$ cat src/rtl/lst_pkg.sv
// lst_pkg: shared types, constants and helpers for the Lisp source tokenizer.
// Holds the word formats of both channels, the front-to-back queue word,
// the scanner mode and character class enums and the keyword slot table.
package lst_pkg;

   // Position and line counters, saturating at all ones
   localparam int POS_BITS = 16;
   typedef logic [POS_BITS-1:0] pos_type;
   localparam pos_type POS_MAX = '1;

   // Keyword slot table: djb2 hash kept mod TABLE_SLOTS
   localparam int TABLE_SLOTS = 256;
   localparam int HASH_BITS   = $clog2(TABLE_SLOTS);
   typedef logic [HASH_BITS-1:0] hash_type;
   localparam hash_type HASH_SEED = hash_type'(5381 % TABLE_SLOTS);

   // Slots of the six keywords (djb2 of the spelling, mod 256)
   localparam hash_type HASH_DEFINE = 8'd112;
   localparam hash_type HASH_VAR    = 8'd206;
   localparam hash_type HASH_LAMBDA = 8'd6;
   localparam hash_type HASH_NIL    = 8'd200;
   localparam hash_type HASH_FALSE  = 8'd240;
   localparam hash_type HASH_TRUE   = 8'd229;

   // Front-to-back queue
   localparam int Q_DEPTH    = 4;
   localparam int Q_PTR_BITS = $clog2(Q_DEPTH);

   // ASCII codes the scanner cares about
   localparam logic [7:0] CH_NEWLINE = 8'h0A;
   localparam logic [7:0] CH_TAB     = 8'h09;
   localparam logic [7:0] CH_CR      = 8'h0D;
   localparam logic [7:0] CH_SPACE   = 8'h20;
   localparam logic [7:0] CH_QUOTE   = 8'h22;
   localparam logic [7:0] CH_LPAREN  = 8'h28;
   localparam logic [7:0] CH_RPAREN  = 8'h29;
   localparam logic [7:0] CH_STAR    = 8'h2A;
   localparam logic [7:0] CH_PLUS    = 8'h2B;
   localparam logic [7:0] CH_MINUS   = 8'h2D;
   localparam logic [7:0] CH_DOT     = 8'h2E;
   localparam logic [7:0] CH_SLASH   = 8'h2F;
   localparam logic [7:0] CH_ZERO    = 8'h30;
   localparam logic [7:0] CH_NINE    = 8'h39;
   localparam logic [7:0] CH_SEMI    = 8'h3B;
   localparam logic [7:0] CH_UPPER_A = 8'h41;
   localparam logic [7:0] CH_UPPER_Z = 8'h5A;
   localparam logic [7:0] CH_LOWER_A = 8'h61;
   localparam logic [7:0] CH_LOWER_Z = 8'h7A;

   typedef enum logic [4:0] {
      KIND_PLUS    = 5'd0,
      KIND_MINUS   = 5'd1,
      KIND_STAR    = 5'd2,
      KIND_SLASH   = 5'd3,
      KIND_LPAREN  = 5'd4,
      KIND_RPAREN  = 5'd5,
      KIND_STRING  = 5'd6,
      KIND_INT     = 5'd7,
      KIND_FLOAT   = 5'd8,
      KIND_IDENT   = 5'd9,
      KIND_DEFINE  = 5'd10,
      KIND_VAR     = 5'd11,
      KIND_LAMBDA  = 5'd12,
      KIND_NIL     = 5'd13,
      KIND_FALSE   = 5'd14,
      KIND_TRUE    = 5'd15,
      KIND_EOF     = 5'd16,
      KIND_UNRECOG = 5'd17,
      KIND_UNTERM  = 5'd18
   } kind_type;

   typedef enum logic [2:0] {
      MODE_IDLE,
      MODE_NUMBER,
      MODE_FRACTION,
      MODE_IDENT,
      MODE_STRING,
      MODE_COMMENT,
      MODE_ERROR
   } mode_type;

   typedef enum logic [3:0] {
      CLS_NEWLINE,
      CLS_SPACE,
      CLS_PLUS,
      CLS_MINUS,
      CLS_STAR,
      CLS_SLASH,
      CLS_LPAREN,
      CLS_RPAREN,
      CLS_QUOTE,
      CLS_SEMI,
      CLS_DOT,
      CLS_DIGIT,
      CLS_ALPHA,
      CLS_OTHER
   } char_class_type;

   typedef struct packed {
      logic [7:0] ch;
      logic       end_of_source;
   } req_word_type;

   typedef struct packed {
      kind_type kind;
      pos_type  start_pos;
      pos_type  end_pos;
      pos_type  line_no;
      logic     final_of_run;
   } rsp_word_type;

   // Classified character as it travels from front to back
   typedef struct packed {
      logic [7:0]     ch;
      char_class_type cls;
      pos_type        pos;
      pos_type        nxt;
      logic           last;
   } fe_word_type;

   function automatic pos_type sat_inc(input pos_type v);
      return (v == POS_MAX) ? v : pos_type'(v + pos_type'(1));
   endfunction

   // h * 33 + c, mod 256
   function automatic hash_type hash_step(input hash_type h, input logic [7:0] c);
      return hash_type'(h << 5) + h + hash_type'(c);
   endfunction

   // Keyword slot table; empty slots read as a plain identifier
   function automatic kind_type kw_lookup(input hash_type h);
      kind_type k;
      unique case (h)
         HASH_DEFINE: k = KIND_DEFINE;
         HASH_VAR:    k = KIND_VAR;
         HASH_LAMBDA: k = KIND_LAMBDA;
         HASH_NIL:    k = KIND_NIL;
         HASH_FALSE:  k = KIND_FALSE;
         HASH_TRUE:   k = KIND_TRUE;
         default:     k = KIND_IDENT;
      endcase
      return k;
   endfunction

endpackage

$ cat src/rtl/lst_front.sv
// lst_front: accepts source characters, classifies them and tracks position.
// Pushes one classified word per character into the queue. Uses lst_pkg.
module lst_front import lst_pkg::*; (
   input  logic         clock,
   input  logic         reset,
   input  logic         req_valid,
   output logic         req_ready,
   input  req_word_type req_data,
   input  logic         q_full,
   output logic         q_push,
   output fe_word_type  q_word
);

   pos_type pos_ff, pos_in;
   char_class_type cls;

   // Character classifier
   always_comb begin
      if (req_data.ch >= CH_ZERO && req_data.ch <= CH_NINE) begin
         cls = CLS_DIGIT;
      end else if ((req_data.ch >= CH_LOWER_A && req_data.ch <= CH_LOWER_Z) ||
                   (req_data.ch >= CH_UPPER_A && req_data.ch <= CH_UPPER_Z)) begin
         cls = CLS_ALPHA;
      end else begin
         unique case (req_data.ch)
            CH_NEWLINE:              cls = CLS_NEWLINE;
            CH_SPACE, CH_TAB, CH_CR: cls = CLS_SPACE;
            CH_PLUS:                 cls = CLS_PLUS;
            CH_MINUS:                cls = CLS_MINUS;
            CH_STAR:                 cls = CLS_STAR;
            CH_SLASH:                cls = CLS_SLASH;
            CH_LPAREN:               cls = CLS_LPAREN;
            CH_RPAREN:               cls = CLS_RPAREN;
            CH_QUOTE:                cls = CLS_QUOTE;
            CH_SEMI:                 cls = CLS_SEMI;
            CH_DOT:                  cls = CLS_DOT;
            default:                 cls = CLS_OTHER;
         endcase
      end
   end

   // Handshake into the queue
   assign req_ready = !q_full;
   assign q_push    = req_valid && !q_full;

   assign q_word = '{ch:   req_data.ch,
                     cls:  cls,
                     pos:  pos_ff,
                     nxt:  sat_inc(pos_ff),
                     last: req_data.end_of_source};

   // Position of the next character; restarts after the last one of a source
   always_comb begin
      pos_in = pos_ff;
      if (q_push) begin
         pos_in = req_data.end_of_source ? '0 : sat_inc(pos_ff);
      end
   end

   always_ff @(posedge clock) begin
      if (reset) begin
         pos_ff <= '0;
      end else begin
         pos_ff <= pos_in;
      end
   end

endmodule

$ cat src/rtl/lst_queue.sv
// lst_queue: short FIFO of classified words between front and back.
// Depth and pointer width come from lst_pkg.
module lst_queue import lst_pkg::*; (
   input  logic        clock,
   input  logic        reset,
   input  logic        push,
   input  fe_word_type push_word,
   output logic        full,
   output logic        head_valid,
   output fe_word_type head_word,
   input  logic        pop
);

   fe_word_type              slot_ff [Q_DEPTH];
   logic [Q_PTR_BITS-1:0]    wr_ptr_ff, wr_ptr_in;
   logic [Q_PTR_BITS-1:0]    rd_ptr_ff, rd_ptr_in;
   logic [Q_PTR_BITS:0]      count_ff, count_in;

   assign full       = (count_ff == (Q_PTR_BITS+1)'(Q_DEPTH));
   assign head_valid = (count_ff != '0);
   assign head_word  = slot_ff[rd_ptr_ff];

   // Pointer and fill bookkeeping
   always_comb begin
      wr_ptr_in = push ? wr_ptr_ff + 1'b1 : wr_ptr_ff;
      rd_ptr_in = pop  ? rd_ptr_ff + 1'b1 : rd_ptr_ff;
      count_in  = count_ff;
      if (push && !pop) begin
         count_in = count_ff + 1'b1;
      end else if (pop && !push) begin
         count_in = count_ff - 1'b1;
      end
   end

   always_ff @(posedge clock) begin
      if (reset) begin
         wr_ptr_ff <= '0;
         rd_ptr_ff <= '0;
         count_ff  <= '0;
      end else begin
         wr_ptr_ff <= wr_ptr_in;
         rd_ptr_ff <= rd_ptr_in;
         count_ff  <= count_in;
      end
   end

   // Storage
   always_ff @(posedge clock) begin
      if (push) begin
         slot_ff[wr_ptr_ff] <= push_word;
      end
   end

   a_count_bound: assert property (@(posedge clock) disable iff (reset)
      count_ff <= (Q_PTR_BITS+1)'(Q_DEPTH))
      else $error("queue fill count beyond depth");

   a_ptr_track: assert property (@(posedge clock) disable iff (reset)
      (wr_ptr_ff - rd_ptr_ff) == count_ff[Q_PTR_BITS-1:0])
      else $error("queue pointers disagree with fill count");

endmodule

$ cat src/rtl/lst_back.sv
// lst_back: scanner state machine and result buffer of the tokenizer.
// Takes one classified word per cycle once its result buffer drains, and releases
// its tokens one a cycle while rsp_ready is high. Uses lst_pkg.
module lst_back import lst_pkg::*; (
   input  logic         clock,
   input  logic         reset,
   input  logic         q_valid,
   input  fe_word_type  q_word,
   output logic         q_take,
   output logic         rsp_valid,
   input  logic         rsp_ready,
   output rsp_word_type rsp_data
);

   mode_type     mode_ff, mode_in, mode_mid, fresh_mode;
   pos_type      begin_ff, begin_in, begin_mid;
   pos_type      line_ff, line_in, line_mid;
   hash_type     hash_ff, hash_in, hash_mid;
   rsp_word_type res_ff [3];
   rsp_word_type res_in [3];
   logic [1:0]   cnt_ff, cnt_in;
   logic [1:0]   idx_ff;
   logic         is_digit, is_alnum, fresh, failed;

   function automatic rsp_word_type make_tok(input kind_type k, input pos_type s,
                                             input pos_type e, input pos_type ln);
      return '{kind: k, start_pos: s, end_pos: e, line_no: ln, final_of_run: 1'b0};
   endfunction

   assign is_digit = (q_word.cls == CLS_DIGIT);
   assign is_alnum = is_digit || (q_word.cls == CLS_ALPHA);

   // Result buffer handshake: take a word when the buffer is empty or drains this cycle
   assign rsp_valid = (idx_ff != cnt_ff);
   assign q_take    = q_valid && ((idx_ff == cnt_ff) ||
                                  ((idx_ff + 2'd1 == cnt_ff) && rsp_ready));

   always_comb begin
      unique case (idx_ff)
         2'd0:    rsp_data = res_ff[0];
         2'd1:    rsp_data = res_ff[1];
         default: rsp_data = res_ff[2];
      endcase
   end

   // Does this character start a token from scratch
   always_comb begin
      unique case (mode_ff)
         MODE_IDLE:     fresh = 1'b1;
         MODE_NUMBER:   fresh = !is_digit && (q_word.cls != CLS_DOT);
         MODE_FRACTION: fresh = !is_digit;
         MODE_IDENT:    fresh = !is_alnum;
         default:       fresh = 1'b0;
      endcase
   end

   always_comb begin
      unique case (q_word.cls)
         CLS_QUOTE:          fresh_mode = MODE_STRING;
         CLS_SEMI:           fresh_mode = MODE_COMMENT;
         CLS_DIGIT:          fresh_mode = MODE_NUMBER;
         CLS_ALPHA:          fresh_mode = MODE_IDENT;
         CLS_DOT, CLS_OTHER: fresh_mode = MODE_ERROR;
         default:            fresh_mode = MODE_IDLE;
      endcase
   end

   // Next scan mode
   always_comb begin
      mode_mid = mode_ff;
      unique case (mode_ff)
         MODE_NUMBER: begin
            if (fresh) begin
               mode_mid = fresh_mode;
            end else if (q_word.cls == CLS_DOT) begin
               mode_mid = MODE_FRACTION;
            end
         end
         MODE_IDLE, MODE_FRACTION, MODE_IDENT: begin
            if (fresh) mode_mid = fresh_mode;
         end
         MODE_STRING: begin
            if (q_word.cls == CLS_QUOTE) mode_mid = MODE_IDLE;
         end
         MODE_COMMENT: begin
            if (q_word.cls == CLS_NEWLINE) mode_mid = MODE_IDLE;
         end
         default: ;
      endcase
      mode_in = q_word.last ? MODE_IDLE : mode_mid;
   end

   // Tokens caused by this character, plus line, hash and start updates
   always_comb begin
      res_in[0] = '0;
      res_in[1] = '0;
      res_in[2] = '0;
      cnt_in    = 2'd0;
      failed    = 1'b0;
      line_mid  = line_ff;
      begin_mid = fresh ? q_word.pos : begin_ff;

      // closing the open token
      if (fresh && mode_ff == MODE_NUMBER) begin
         res_in[cnt_in] = make_tok(KIND_INT, begin_ff, q_word.pos, line_ff);
         cnt_in = cnt_in + 2'd1;
      end else if (fresh && mode_ff == MODE_FRACTION) begin
         res_in[cnt_in] = make_tok(KIND_FLOAT, begin_ff, q_word.pos, line_ff);
         cnt_in = cnt_in + 2'd1;
      end else if (fresh && mode_ff == MODE_IDENT) begin
         res_in[cnt_in] = make_tok(kw_lookup(hash_ff), begin_ff, q_word.pos, line_ff);
         cnt_in = cnt_in + 2'd1;
      end else if (mode_ff == MODE_STRING && q_word.cls == CLS_QUOTE) begin
         res_in[cnt_in] = make_tok(KIND_STRING, begin_ff, q_word.nxt, line_ff);
         cnt_in = cnt_in + 2'd1;
      end

      if (mode_ff == MODE_COMMENT && q_word.cls == CLS_NEWLINE) begin
         line_mid = sat_inc(line_ff);
      end

      // running hash
      hash_mid = hash_ff;
      if (mode_ff == MODE_IDENT && is_alnum) begin
         hash_mid = hash_step(hash_ff, q_word.ch);
      end else if (fresh && q_word.cls == CLS_ALPHA) begin
         hash_mid = hash_step(HASH_SEED, q_word.ch);
      end else if (fresh && mode_ff == MODE_IDENT) begin
         hash_mid = HASH_SEED;
      end

      // character scanned from scratch
      if (fresh) begin
         unique case (q_word.cls)
            CLS_NEWLINE: line_mid = sat_inc(line_ff);
            CLS_PLUS, CLS_MINUS, CLS_STAR, CLS_SLASH, CLS_LPAREN, CLS_RPAREN,
            CLS_DOT, CLS_OTHER: begin
               unique case (q_word.cls)
                  CLS_PLUS:   res_in[cnt_in] = make_tok(KIND_PLUS, q_word.pos,
                                                        q_word.nxt, line_mid);
                  CLS_MINUS:  res_in[cnt_in] = make_tok(KIND_MINUS, q_word.pos,
                                                        q_word.nxt, line_mid);
                  CLS_STAR:   res_in[cnt_in] = make_tok(KIND_STAR, q_word.pos,
                                                        q_word.nxt, line_mid);
                  CLS_SLASH:  res_in[cnt_in] = make_tok(KIND_SLASH, q_word.pos,
                                                        q_word.nxt, line_mid);
                  CLS_LPAREN: res_in[cnt_in] = make_tok(KIND_LPAREN, q_word.pos,
                                                        q_word.nxt, line_mid);
                  CLS_RPAREN: res_in[cnt_in] = make_tok(KIND_RPAREN, q_word.pos,
                                                        q_word.nxt, line_mid);
                  default:    res_in[cnt_in] = make_tok(KIND_UNRECOG, q_word.pos,
                                                        q_word.nxt, line_mid);
               endcase
               cnt_in = cnt_in + 2'd1;
            end
            default: ;
         endcase
      end

      // end of source: flush the open token, then EOF unless an error was seen
      line_in  = line_mid;
      hash_in  = hash_mid;
      begin_in = begin_mid;
      if (q_word.last) begin
         unique case (mode_mid)
            MODE_NUMBER: begin
               res_in[cnt_in] = make_tok(KIND_INT, begin_mid, q_word.nxt, line_mid);
               cnt_in = cnt_in + 2'd1;
            end
            MODE_FRACTION: begin
               res_in[cnt_in] = make_tok(KIND_FLOAT, begin_mid, q_word.nxt, line_mid);
               cnt_in = cnt_in + 2'd1;
            end
            MODE_IDENT: begin
               res_in[cnt_in] = make_tok(kw_lookup(hash_mid), begin_mid, q_word.nxt,
                                         line_mid);
               cnt_in = cnt_in + 2'd1;
            end
            MODE_STRING: begin
               res_in[cnt_in] = make_tok(KIND_UNTERM, begin_mid, q_word.nxt, line_mid);
               cnt_in = cnt_in + 2'd1;
               failed = 1'b1;
            end
            MODE_ERROR: failed = 1'b1;
            default: ;
         endcase
         if (!failed) begin
            res_in[cnt_in] = make_tok(KIND_EOF, q_word.nxt, q_word.nxt, line_mid);
            cnt_in = cnt_in + 2'd1;
         end
         line_in  = '0;
         hash_in  = HASH_SEED;
         begin_in = '0;
      end

      // mark the last token of this character
      for (int k = 0; k < 3; k++) begin
         res_in[k].final_of_run = (2'(k) + 2'd1 == cnt_in);
      end
   end

   // Scanner state and buffer pointers
   always_ff @(posedge clock) begin
      if (reset) begin
         mode_ff  <= MODE_IDLE;
         begin_ff <= '0;
         line_ff  <= '0;
         hash_ff  <= HASH_SEED;
         cnt_ff   <= 2'd0;
         idx_ff   <= 2'd0;
      end else if (q_take) begin
         mode_ff  <= mode_in;
         begin_ff <= begin_in;
         line_ff  <= line_in;
         hash_ff  <= hash_in;
         cnt_ff   <= cnt_in;
         idx_ff   <= 2'd0;
      end else if (rsp_valid && rsp_ready) begin
         idx_ff   <= idx_ff + 2'd1;
      end
   end

   // Token words
   always_ff @(posedge clock) begin
      if (q_take) begin
         res_ff <= res_in;
      end
   end

   a_idx_in_range: assert property (@(posedge clock) disable iff (reset)
      idx_ff <= cnt_ff)
      else $error("result index ran past the buffered count");

   a_final_flag: assert property (@(posedge clock) disable iff (reset)
      rsp_valid |-> (rsp_data.final_of_run == (idx_ff + 2'd1 == cnt_ff)))
      else $error("final flag not on the last buffered token");

   a_source_restart: assert property (@(posedge clock) disable iff (reset)
      (q_take && q_word.last) |=>
         (mode_ff == MODE_IDLE && line_ff == '0 && hash_ff == HASH_SEED))
      else $error("scanner state not restarted after end of source");

endmodule

$ cat src/rtl/lisp_source_tokenizer.sv
// lisp_source_tokenizer: top level of the streaming Lisp tokenizer.
// Instantiates lst_front, lst_queue and lst_back; types from lst_pkg.
//
// Usage:
//   req channel: one source character per word (ch, end_of_source), with
//   end_of_source set on the final character of each source text.
//   rsp channel: token words (kind, start_pos, end_pos, line_no,
//   final_of_run); final_of_run marks the last token a character caused.
//   A character produces zero to three tokens.
// Timing:
//   A character passes through a queue slot register, then the scanner's result
//   buffer register, before its tokens are offered on rsp.
//   Throughput is one character per cycle while each gives at most one token
//   and rsp_ready stays high; a character that gives more tokens holds the
//   scanner until its result buffer has released them, one token per cycle.
//   Keyword lookup is a combinational read of a constant 256-slot table.
// Stalls:
//   While rsp_ready is low the scanner holds its buffered tokens and the
//   front keeps accepting until its four-word queue is full, then drops
//   req_ready.
// Reset:
//   Clears the queue and the scanner (idle mode, position and line zero,
//   hash seed). No clearing pass; characters are taken straight away.
module lisp_source_tokenizer import lst_pkg::*; (
   input  logic         clock,
   input  logic         reset,
   input  logic         req_valid,
   output logic         req_ready,
   input  req_word_type req_data,
   output logic         rsp_valid,
   input  logic         rsp_ready,
   output rsp_word_type rsp_data
);

   logic        q_push, q_full, q_valid, q_take;
   fe_word_type push_word, head_word;

   lst_front u_front (
      .clock     (clock),
      .reset     (reset),
      .req_valid (req_valid),
      .req_ready (req_ready),
      .req_data  (req_data),
      .q_full    (q_full),
      .q_push    (q_push),
      .q_word    (push_word)
   );

   lst_queue u_queue (
      .clock      (clock),
      .reset      (reset),
      .push       (q_push),
      .push_word  (push_word),
      .full       (q_full),
      .head_valid (q_valid),
      .head_word  (head_word),
      .pop        (q_take)
   );

   lst_back u_back (
      .clock     (clock),
      .reset     (reset),
      .q_valid   (q_valid),
      .q_word    (head_word),
      .q_take    (q_take),
      .rsp_valid (rsp_valid),
      .rsp_ready (rsp_ready),
      .rsp_data  (rsp_data)
   );

endmodule
$ cat config.mk
export PLATFORM = sky130hd
export DESIGN_NAME = lisp_source_tokenizer
export DESIGN_NICKNAME = d
export VERILOG_FILES = /design/src/rtl/lst_pkg.sv /design/src/rtl/lst_front.sv /design/src/rtl/lst_queue.sv /design/src/rtl/lst_back.sv /design/src/rtl/lisp_source_tokenizer.sv
export SDC_FILE = /design/constraint.sdc
export NUM_CORES = 1
export LEC_CHECK = 0
export BUFFER_PORTS_ARGS = -buffer_cell sky130_fd_sc_hd__buf_2
export CAP_MARGIN = 20
export CELL_PAD_IN_SITES_DETAIL_PLACEMENT = 1
export CELL_PAD_IN_SITES_GLOBAL_PLACEMENT = 1
export CORE_ASPECT_RATIO = 1.5
export CORE_UTILIZATION = 45
export CTS_BUF_LIST = sky130_fd_sc_hd__clkbuf_4
export CTS_CLUSTER_SIZE = 30
export DETAILED_ROUTE_END_ITERATION = 8
export GPL_ROUTABILITY_DRIVEN = 0
export GPL_TIMING_DRIVEN = 0
export PLACE_DENSITY = 0.69
export SYNTH_ARGS = -nofsm -noshare
export SYNTH_HDL_FRONTEND = slang
export SYNTH_SLANG_ARGS = --single-unit
$ cat constraint.sdc
create_clock -name clock -period 15.1 [get_ports clock]
set_input_delay 3.02 -clock clock [delete_from_list [all_inputs] [get_ports clock]]
set_output_delay 3.02 -clock clock [all_outputs]
set_load 0.01 [all_outputs]
==> metrics, run 1 <==
warnings from Yosys=0; vias per std cell=5.93; share of power burned in combinational logic=0.541; area share of the leading cell type in the synthesized netlist=0.503; proportion of synthesized chip area in sequential cells=0.573; Post-Route WL=60.7 mm; post-synthesis instance area=20400 µm²; number of buffer and inverter stages on the critical path=7; HPWL after DPL=44.6 mm; main combinational cell family by area after synthesis=compound AO/OA/AOI/OAI gates; most used flip-flop cell after synthesis=edfxtp_1; first-pass GRT wire length=93.3 mm; y dimension of the die=263 µm; critical-path maximum fanout=10; setup violation total in the final timing report=0; fraction of final layout cells with drive strength greater than 1=0.180; part of the power in the clock network=0.149; core box area=44800 µm²; hold path start=u_back.idx_ff[1]$_SDFFE_PP0P_; stage delay of the slowest cell on the critical path=570 ps; total DRC errors in the routed layout=0; Syn-to-layout area delta=12.5%; final worst path period share=0.470; startpoint class of the critical path=flop; post-placement worst setup slack=8050 ps; synthesized-area fraction occupied by ao, oa, aoi and oai cells=0.157; Post-synth EDFFs=342; critical-path cell list=buf_6 -> mux4_2 -> and3b_1 -> a31o_2 -> a311oi_1 -> or2_2 -> clkbuf_1 -> clkbuf_1 -> ha_1 -> a21oi_1 -> inv_1 -> ha_1 -> nor2_1 -> a21o_1 -> inv_1 -> ha_1 -> inv_1 -> a221o_1 -> nand2_1 -> clkbuf_1 -> nand3_1 -> o31ai_1 -> nand3_1 -> o221a_2; via count of the first global-routing pass=16.1k; number of hold violations in the final report=0; capture instance of the worst register-to-register path=u_back.res_ff[61]$_DFFE_PP_; normalized max-slew margin=0.293; DRC marker count from the first detailed-route iteration=1005; maximum vdd drop=0.000117 V; cell types occupying the most area after synthesis=edfxtp_1 (50%), dfxtp_1 (7.1%), mux4_2 (4.9%), nand2_1 (3.8%), a22oi_1 (3.2%); fin nets=1980; Worst Slack Setup Final=8000 ps; proportion of synthesized area in mux cells=0.0691; leftover overflow at the end of global routing=0; Max Clock Freq=141 MHz; number of detailed-routing iterations run before antenna repair=5; area of the die=46300 µm²; count of fill cells added during filler insertion=4824; status=finished, final reports clean; switching share of total power=0.449; number of sinks driven by the clock tree=414; die outline width=176 µm; clock skew=73.6 ps; synthesized flop and latch total=414; final critical delay including setup and external delays=7100 ps; count of cell types in the netlist=83; RSZ-0062 raised after global routing=no; worst min path class=flop to flop; clock tree from TritonCTS=done; number of standard cells in the final layout excluding fillers=2595; critical path required time=15640 ps; count of mapped cells out of synthesis=1751; pin count of the biggest net entering global routing=34; post-CTS setup buffer count=0; Layout Utilization=0.513; NetSw=0.00269 W; worst hold path cell count=2; PortBufs=68; Initial Util=0.456; Placed Cells incl. Taps=2412; Internal Power=0.00330 W; CTS Root Cell=clkbuf_4; slowest stage cell on the critical path=mux4_2; FF-to-FF setup slack=8000 ps; post_cts resized=0; clk_lat worst skew=840 ps; share of synthesized cell area in full adder, half adder and majority cells=0.0235; post-synthesis average cell area=11.7 µm²; antenna viol nets, final=0; transition time at the pin with the least slew margin=1060 ps; total vias in the final route=15.4k; number of buffers created by CTS=98; top-level port count=69; number of core rows=95; sort of element at the end of the critical path=flop; PD cells=261 nW/µm²; Final Slew Violations=0; critical path data arrival time=7640 ps; Routed WL per cell=23.4 µm; initial antenna violation count=2; cell depth of the worst flop-to-flop path=24; Sequential Power Share=0.310; clock-pin slew on the worst setup and hold paths=70 ps; CTS H-tree lvls=3; terminating pin of the worst hold path=u_back.idx_ff[1]$_SDFFE_PP0P_; simple-gate share of the synthesized area=0.129; post-synthesis share of cell area spent on xor and xnor gates=0.0189; hold-fix buffer count after cts=0; share of synthesized flip-flops with an asynchronous set or reset=0; CTS Buffer Depth=3; Worst path top cell family by delay=compound AO/OA/AOI/OAI gates; total leakage power=8.02 nW; setup TNS after final layout=0 ps; worst setup path class=flop to flop; aggregate global-route resource usage=0.267; max-cap check violation count=0; cell type with the largest total area after synthesis=edfxtp_1; Syn Nets=1800
## worst max-delay path by stage
stage	start	endpoint	slack, ps	cells past startpoint
after floorplan	rsp_ready	u_back.line_ff[8]$_SDFFE_PP0P_	1740	7
after global placement	rsp_ready	u_back.hash_ff[5]$_SDFFE_PP0P_	-4770	7
after detailed placement	flop	u_back.res_ff[61]$_DFFE_PP_	8050	24
after CTS	flop	u_back.res_ff[61]$_DFFE_PP_	8040	24
after global routing	flop	u_back.res_ff[57]$_DFFE_PP_	7640	22
final	flop	u_back.res_ff[61]$_DFFE_PP_	8000	24
## layer usage
metal	GRT usage	vias to the layer above	routed length, µm
li1	-	7081	-
met1	0.319	7779	24500
met2	0.475	417	31700
met3	0.0388	123	2560
met4	0.110	0	2020
met5	0	-	0
## cell families (layout without fill, tap and decap cells)
kind of cell    after synthesis  after routing
other cells                   0              4
buf+inv                     143            401
fa+ha+maj                    36             36
simple gates                564            564
flops                       414            414
compound gates              467            467
xor+xnor                     44             44
mux                          83             83
## layout make-up
| cell class | instances | area (µm²) | area share |
|---|---|---|---|
| clock buffers | 142 | 1070 | 0.0464 |
| multi-input cells | 1194 | 8130 | 0.354 |
| clock inverters | 36 | 160 | 0.00697 |
| flip-flops and latches | 414 | 11700 | 0.510 |
| plain buffers | 110 | 478 | 0.0208 |
| well taps | 582 | 728 | 0.0317 |
| repair buffers | 80 | 568 | 0.0247 |
| diodes | 4 | 10.0 | 0.000436 |
| inverters | 33 | 124 | 0.00539 |
## sequential cells by signal, indices dropped and copies added (netlist names), 3 cells and up, named ones only
signal and flops:
u_back.line_ff 16, u_back.mode_ff 3, u_queue.count_ff 3, u_back.hash_ff 8
u_back.res_ff 162, u_back.begin_ff 16, u_queue.slot_ff 180, u_front.pos_ff 16
## cells in the mapped netlist, drive strengths merged, types with 8 or more instances
master and n:
a21oi 99, and3 15, nand2b 18, o21ai 86, nand2 205, a22o 38
a21o 8, a2bb2oi 20, nor3 20, and2 24, a22oi 87, mux4 44
dfxtp 72, o22ai 23, inv 33, nand3 38, or3 11, ha 32
buf 40, nor2 164, mux2i 14, a31oi 14, edfxtp 342, xnor2 31
nor2b 26, nand4 12, a221oi 21, o31ai 17, xor2 13, mux2 25
clkbuf 70
## power groups by stage
| stage | Clock (W) | Sequential, W | Combinational [W] |
|---|---|---|---|
| after floorplan | 0 | 0.00195 | 0.00209 |
| after global placement | 0 | 0.00200 | 0.00305 |
| after detailed placement | 0 | 0.00188 | 0.00320 |
| after CTS | 0.000916 | 0.00186 | 0.00322 |
| after global routing | 0.000965 | 0.00188 | 0.00350 |
| final | 0.000891 | 0.00186 | 0.00324 |
## metrics by stage
stage / hold WS (ps) / area (µm²) / power [W]
finish: 500 / 23000 / 0.00599
global route: 516 / 23000 / 0.00635
CTS: 499 / 23000 / 0.00599
detailed placement: 484 / 21700 / 0.00508
global placement: 474 / 21500 / 0.00505
floorplan: 460 / 20400 / 0.00404
## placed cells by master (no fill, tap or decap), types with 25 or more instances in the layout
cell / Yosys / layout
a21oi_1: 97 / 96
a22o_1: 38 / 38
a22oi_1: 86 / 86
buf_2: 22 / 91
clkbuf_1: 70 / 70
clkbuf_4: 0 / 142
clkinv_1: 0 / 26
dfxtp_1: 72 / 72
edfxtp_1: 342 / 342
ha_1: 32 / 32
inv_1: 33 / 33
mux2_2: 25 / 25
mux4_2: 44 / 44
nand2_1: 205 / 205
nand3_1: 38 / 38
nor2_1: 163 / 163
nor2b_1: 26 / 26
o21ai_0: 78 / 78
xnor2_1: 31 / 31
## tightest hold or removal path, cell delays in order (launching register included)
cell and delay (ps):
dfxtp_1 340, nand2_1 60, a21oi_1 50
No activity file was read; power rests on OpenSTA's default activity.
==> run 2: changes to the inputs <==
- clock period: 15.1 -> 7.4 ns (I/O delays scaled with it)
==> metrics, run 2 (synthesis results as in run 1) <==
status=finished, final reports clean (unchanged); fraction of final layout cells with drive strength greater than 1=0.187 (was 0.180); Post-Route WL=61.3 mm (was 60.7 mm); Max Clock Freq=146 MHz (was 141 MHz); setup violation total in the final timing report=0 (unchanged); clock skew=89.6 ps (was 73.6 ps); startpoint class of the critical path=flop (unchanged); Internal Power=0.00680 W (was 0.00330 W); share of power burned in combinational logic=0.539 (was 0.541); worst min path class=flop to flop (unchanged); final critical delay including setup and external delays=6860 ps (was 7100 ps); number of core rows=95 (unchanged); first-pass GRT wire length=94.7 mm (was 93.3 mm); CTS H-tree lvls=3 (unchanged); critical-path maximum fanout=10 (unchanged); Most flops, register=u_queue.slot_ff (unchanged); number of sinks driven by the clock tree=414 (unchanged); switching share of total power=0.446 (was 0.449); Initial Util=0.456 (unchanged); transition time at the pin with the least slew margin=1040 ps (was 1060 ps); total DRC errors in the routed layout=0 (unchanged); die outline width=176 µm (unchanged); NetSw=0.00548 W (was 0.00269 W); CTS Buffer Depth=3 (unchanged); critical path required time=7940 ps (was 15640 ps); Sequential Power Share=0.308 (was 0.310); post-CTS setup buffer count=0 (unchanged); Worst Slack Setup Final=538 ps (was 8000 ps); largest registers=u_queue.slot_ff (180), u_back.res_ff (162) (unchanged); via count of the first global-routing pass=16.5k (was 16.1k); Syn-to-layout area delta=12.7% (was 12.5%); clock-pin slew on the worst setup and hold paths=70 ps (about the same); aggregate global-route resource usage=0.271 (was 0.267); clock tree from TritonCTS=done (unchanged); clk_lat worst skew=850 ps (was 840 ps); core box area=44800 µm² (unchanged); PortBufs=68 (unchanged); pin count of the biggest net entering global routing=33 (was 34); part of the power in the clock network=0.153 (was 0.149); total vias in the final route=15.5k (was 15.4k); worst setup path class=flop to flop (unchanged); sort of element at the end of the critical path=flop (unchanged); number of buffers created by CTS=97 (was 98); setup TNS after final layout=0 ps (unchanged); initial antenna violation count=2 (unchanged); Final Slew Violations=0 (unchanged); most common cell after layout, fill and taps aside=edfxtp_1 (unchanged); total leakage power=8.05 nW (was 8.02 nW); max-cap check violation count=0 (unchanged); number of hold violations in the final report=0 (unchanged); Routed WL per cell=23.7 µm (was 23.4 µm); leading cell types in the layout, fill and taps excluded=edfxtp_1 (342), nand2_1 (205), nor2_1 (163), clkbuf_4 (156), a21oi_1 (96) (was edfxtp_1 (342), nand2_1 (205), nor2_1 (163), clkbuf_4 (142), a21oi_1 (96)); final worst path period share=0.927 (was 0.470); antenna viol nets, final=0 (unchanged); count of fill cells added during filler insertion=4798 (was 4824); HPWL after DPL=44.7 mm (was 44.6 mm); placement-stage cell area=21700 µm² (about the same); post-placement worst setup slack=398 ps (was 8050 ps); CTS Root Cell=clkbuf_4 (unchanged); overall power=0.0123 W (was 0.00599 W); PD cells=534 nW/µm² (was 261 nW/µm²); leftover overflow at the end of global routing=0 (unchanged); y dimension of the die=263 µm (unchanged); top-level port count=69 (unchanged); Finished Cell Area=23000 µm² (about the same); hold-fix buffer count after cts=0 (unchanged); DRC marker count from the first detailed-route iteration=923 (was 1005); critical path data arrival time=7400 ps (was 7640 ps); area of the die=46300 µm² (unchanged); normalized max-slew margin=0.310 (was 0.293); RSZ-0062 raised after global routing=no (unchanged); vias per std cell=5.98 (was 5.93); fin nets=1979 (was 1980); number of detailed-routing iterations run before antenna repair=7 (was 5); number of flip-flops in the largest register=180 (unchanged); maximum vdd drop=0.000218 V (was 0.000117 V)
run 2: changes by cell type in the layout (fill, tap and decap cells not counted), moves of 2 or more:
cell | before | now
diode_2 | 4 | 2
clkbuf_4 | 142 | 156
clkinvlp_4 | 1 | 4
clkinv_4 | 2 | 0
clkinv_1 | 26 | 10
run 2: path summary, 6_finish.rpt:
kind | to | depth (start not counted) | startpoint | slack [ps]
max | u_back.res_ff[61]$_DFFE_PP_ | 24 | flop | 540
min | u_back.idx_ff[1]$_SDFFE_PP0P_ | 2 | u_back.idx_ff[1]$_SDFFE_PP0P_ | 490
max reg2reg | u_back.res_ff[61]$_DFFE_PP_ | 24 | flop | 540
min reg2reg | u_back.idx_ff[1]$_SDFFE_PP0P_ | 2 | u_back.idx_ff[1]$_SDFFE_PP0P_ | 490
run 2: critical path, cell delays in order, from the launching register on:
cell and delay (ps):
dfxtp_1 330, buf_6 160, mux4_2 580, and3b_1 250, a31o_2 220, a311oi_1 540, or2_2 210, clkbuf_1 310
clkbuf_2 370, ha_1 290, a21oi_1 490, inv_1 110, ha_1 330, nor2_1 50, a21o_1 160, inv_1 90
ha_1 250, inv_1 60, a221o_1 290, nand2_1 110, clkbuf_1 520, nand3_1 140, o31ai_1 190, nand3_1 210
o221a_2 310
run 2: layout make-up:
| class | instances | area [µm²] | share of cell area |
|---|---|---|---|
| Sequential cell | 414 | 11700 | 0.509 |
| Inverter | 33 | 124 | 0.00538 |
| Clock inverter | 19 | 96.3 | 0.00418 |
| Tap cell | 582 | 728 | 0.0316 |
| Multi-Input combinational cell | 1194 | 8130 | 0.353 |
| Clock buffer | 156 | 1170 | 0.0509 |
| Timing Repair Buffer | 80 | 576 | 0.0250 |
| Antenna cell | 2 | 5.00 | 0.000217 |
| Buffer | 110 | 479 | 0.0208 |
run 2: through the flow:
stage | hold WS (ps) | util | std cells
after CTS | 494 | 0.514 | 2587
after global routing | 519 | 0.514 | 2590
after detailed placement | 479 | 0.485 | 2412
final | 491 | 0.514 | 2590
after floorplan | 460 | - | 1751
after global placement | 474 | 0.480 | 2401
run 2: power by group through the flow:
| stage | sequential, W | combinational [W] | clock [W] |
|---|---|---|---|
| final | 0.00379 | 0.00662 | 0.00188 |
| after global routing | 0.00384 | 0.00717 | 0.00203 |
| after CTS | 0.00379 | 0.00657 | 0.00192 |
| after detailed placement | 0.00384 | 0.00654 | 0 |
| after global placement | 0.00389 | 0.00622 | 0 |
| after floorplan | 0.00383 | 0.00426 | 0 |
run 2: what timing repair did:
action / in CTS / in global routing
endpoints found under the setup margin: 0 / 1
endpoints found under the hold margin: 0 / 0
gates resized for setup: 0 / 2
run 2: layer usage:
layer / vias up / track usage / part of all wire / wire [µm]
met5: - / 0 / 0 / 0
met4: 0 / 0.124 / 0.036 / 2190
met3: 122 / 0.0394 / 0.045 / 2770
met2: 460 / 0.479 / 0.52 / 31900
met1: 7812 / 0.321 / 0.40 / 24400
li1: 7091 / - / - / -
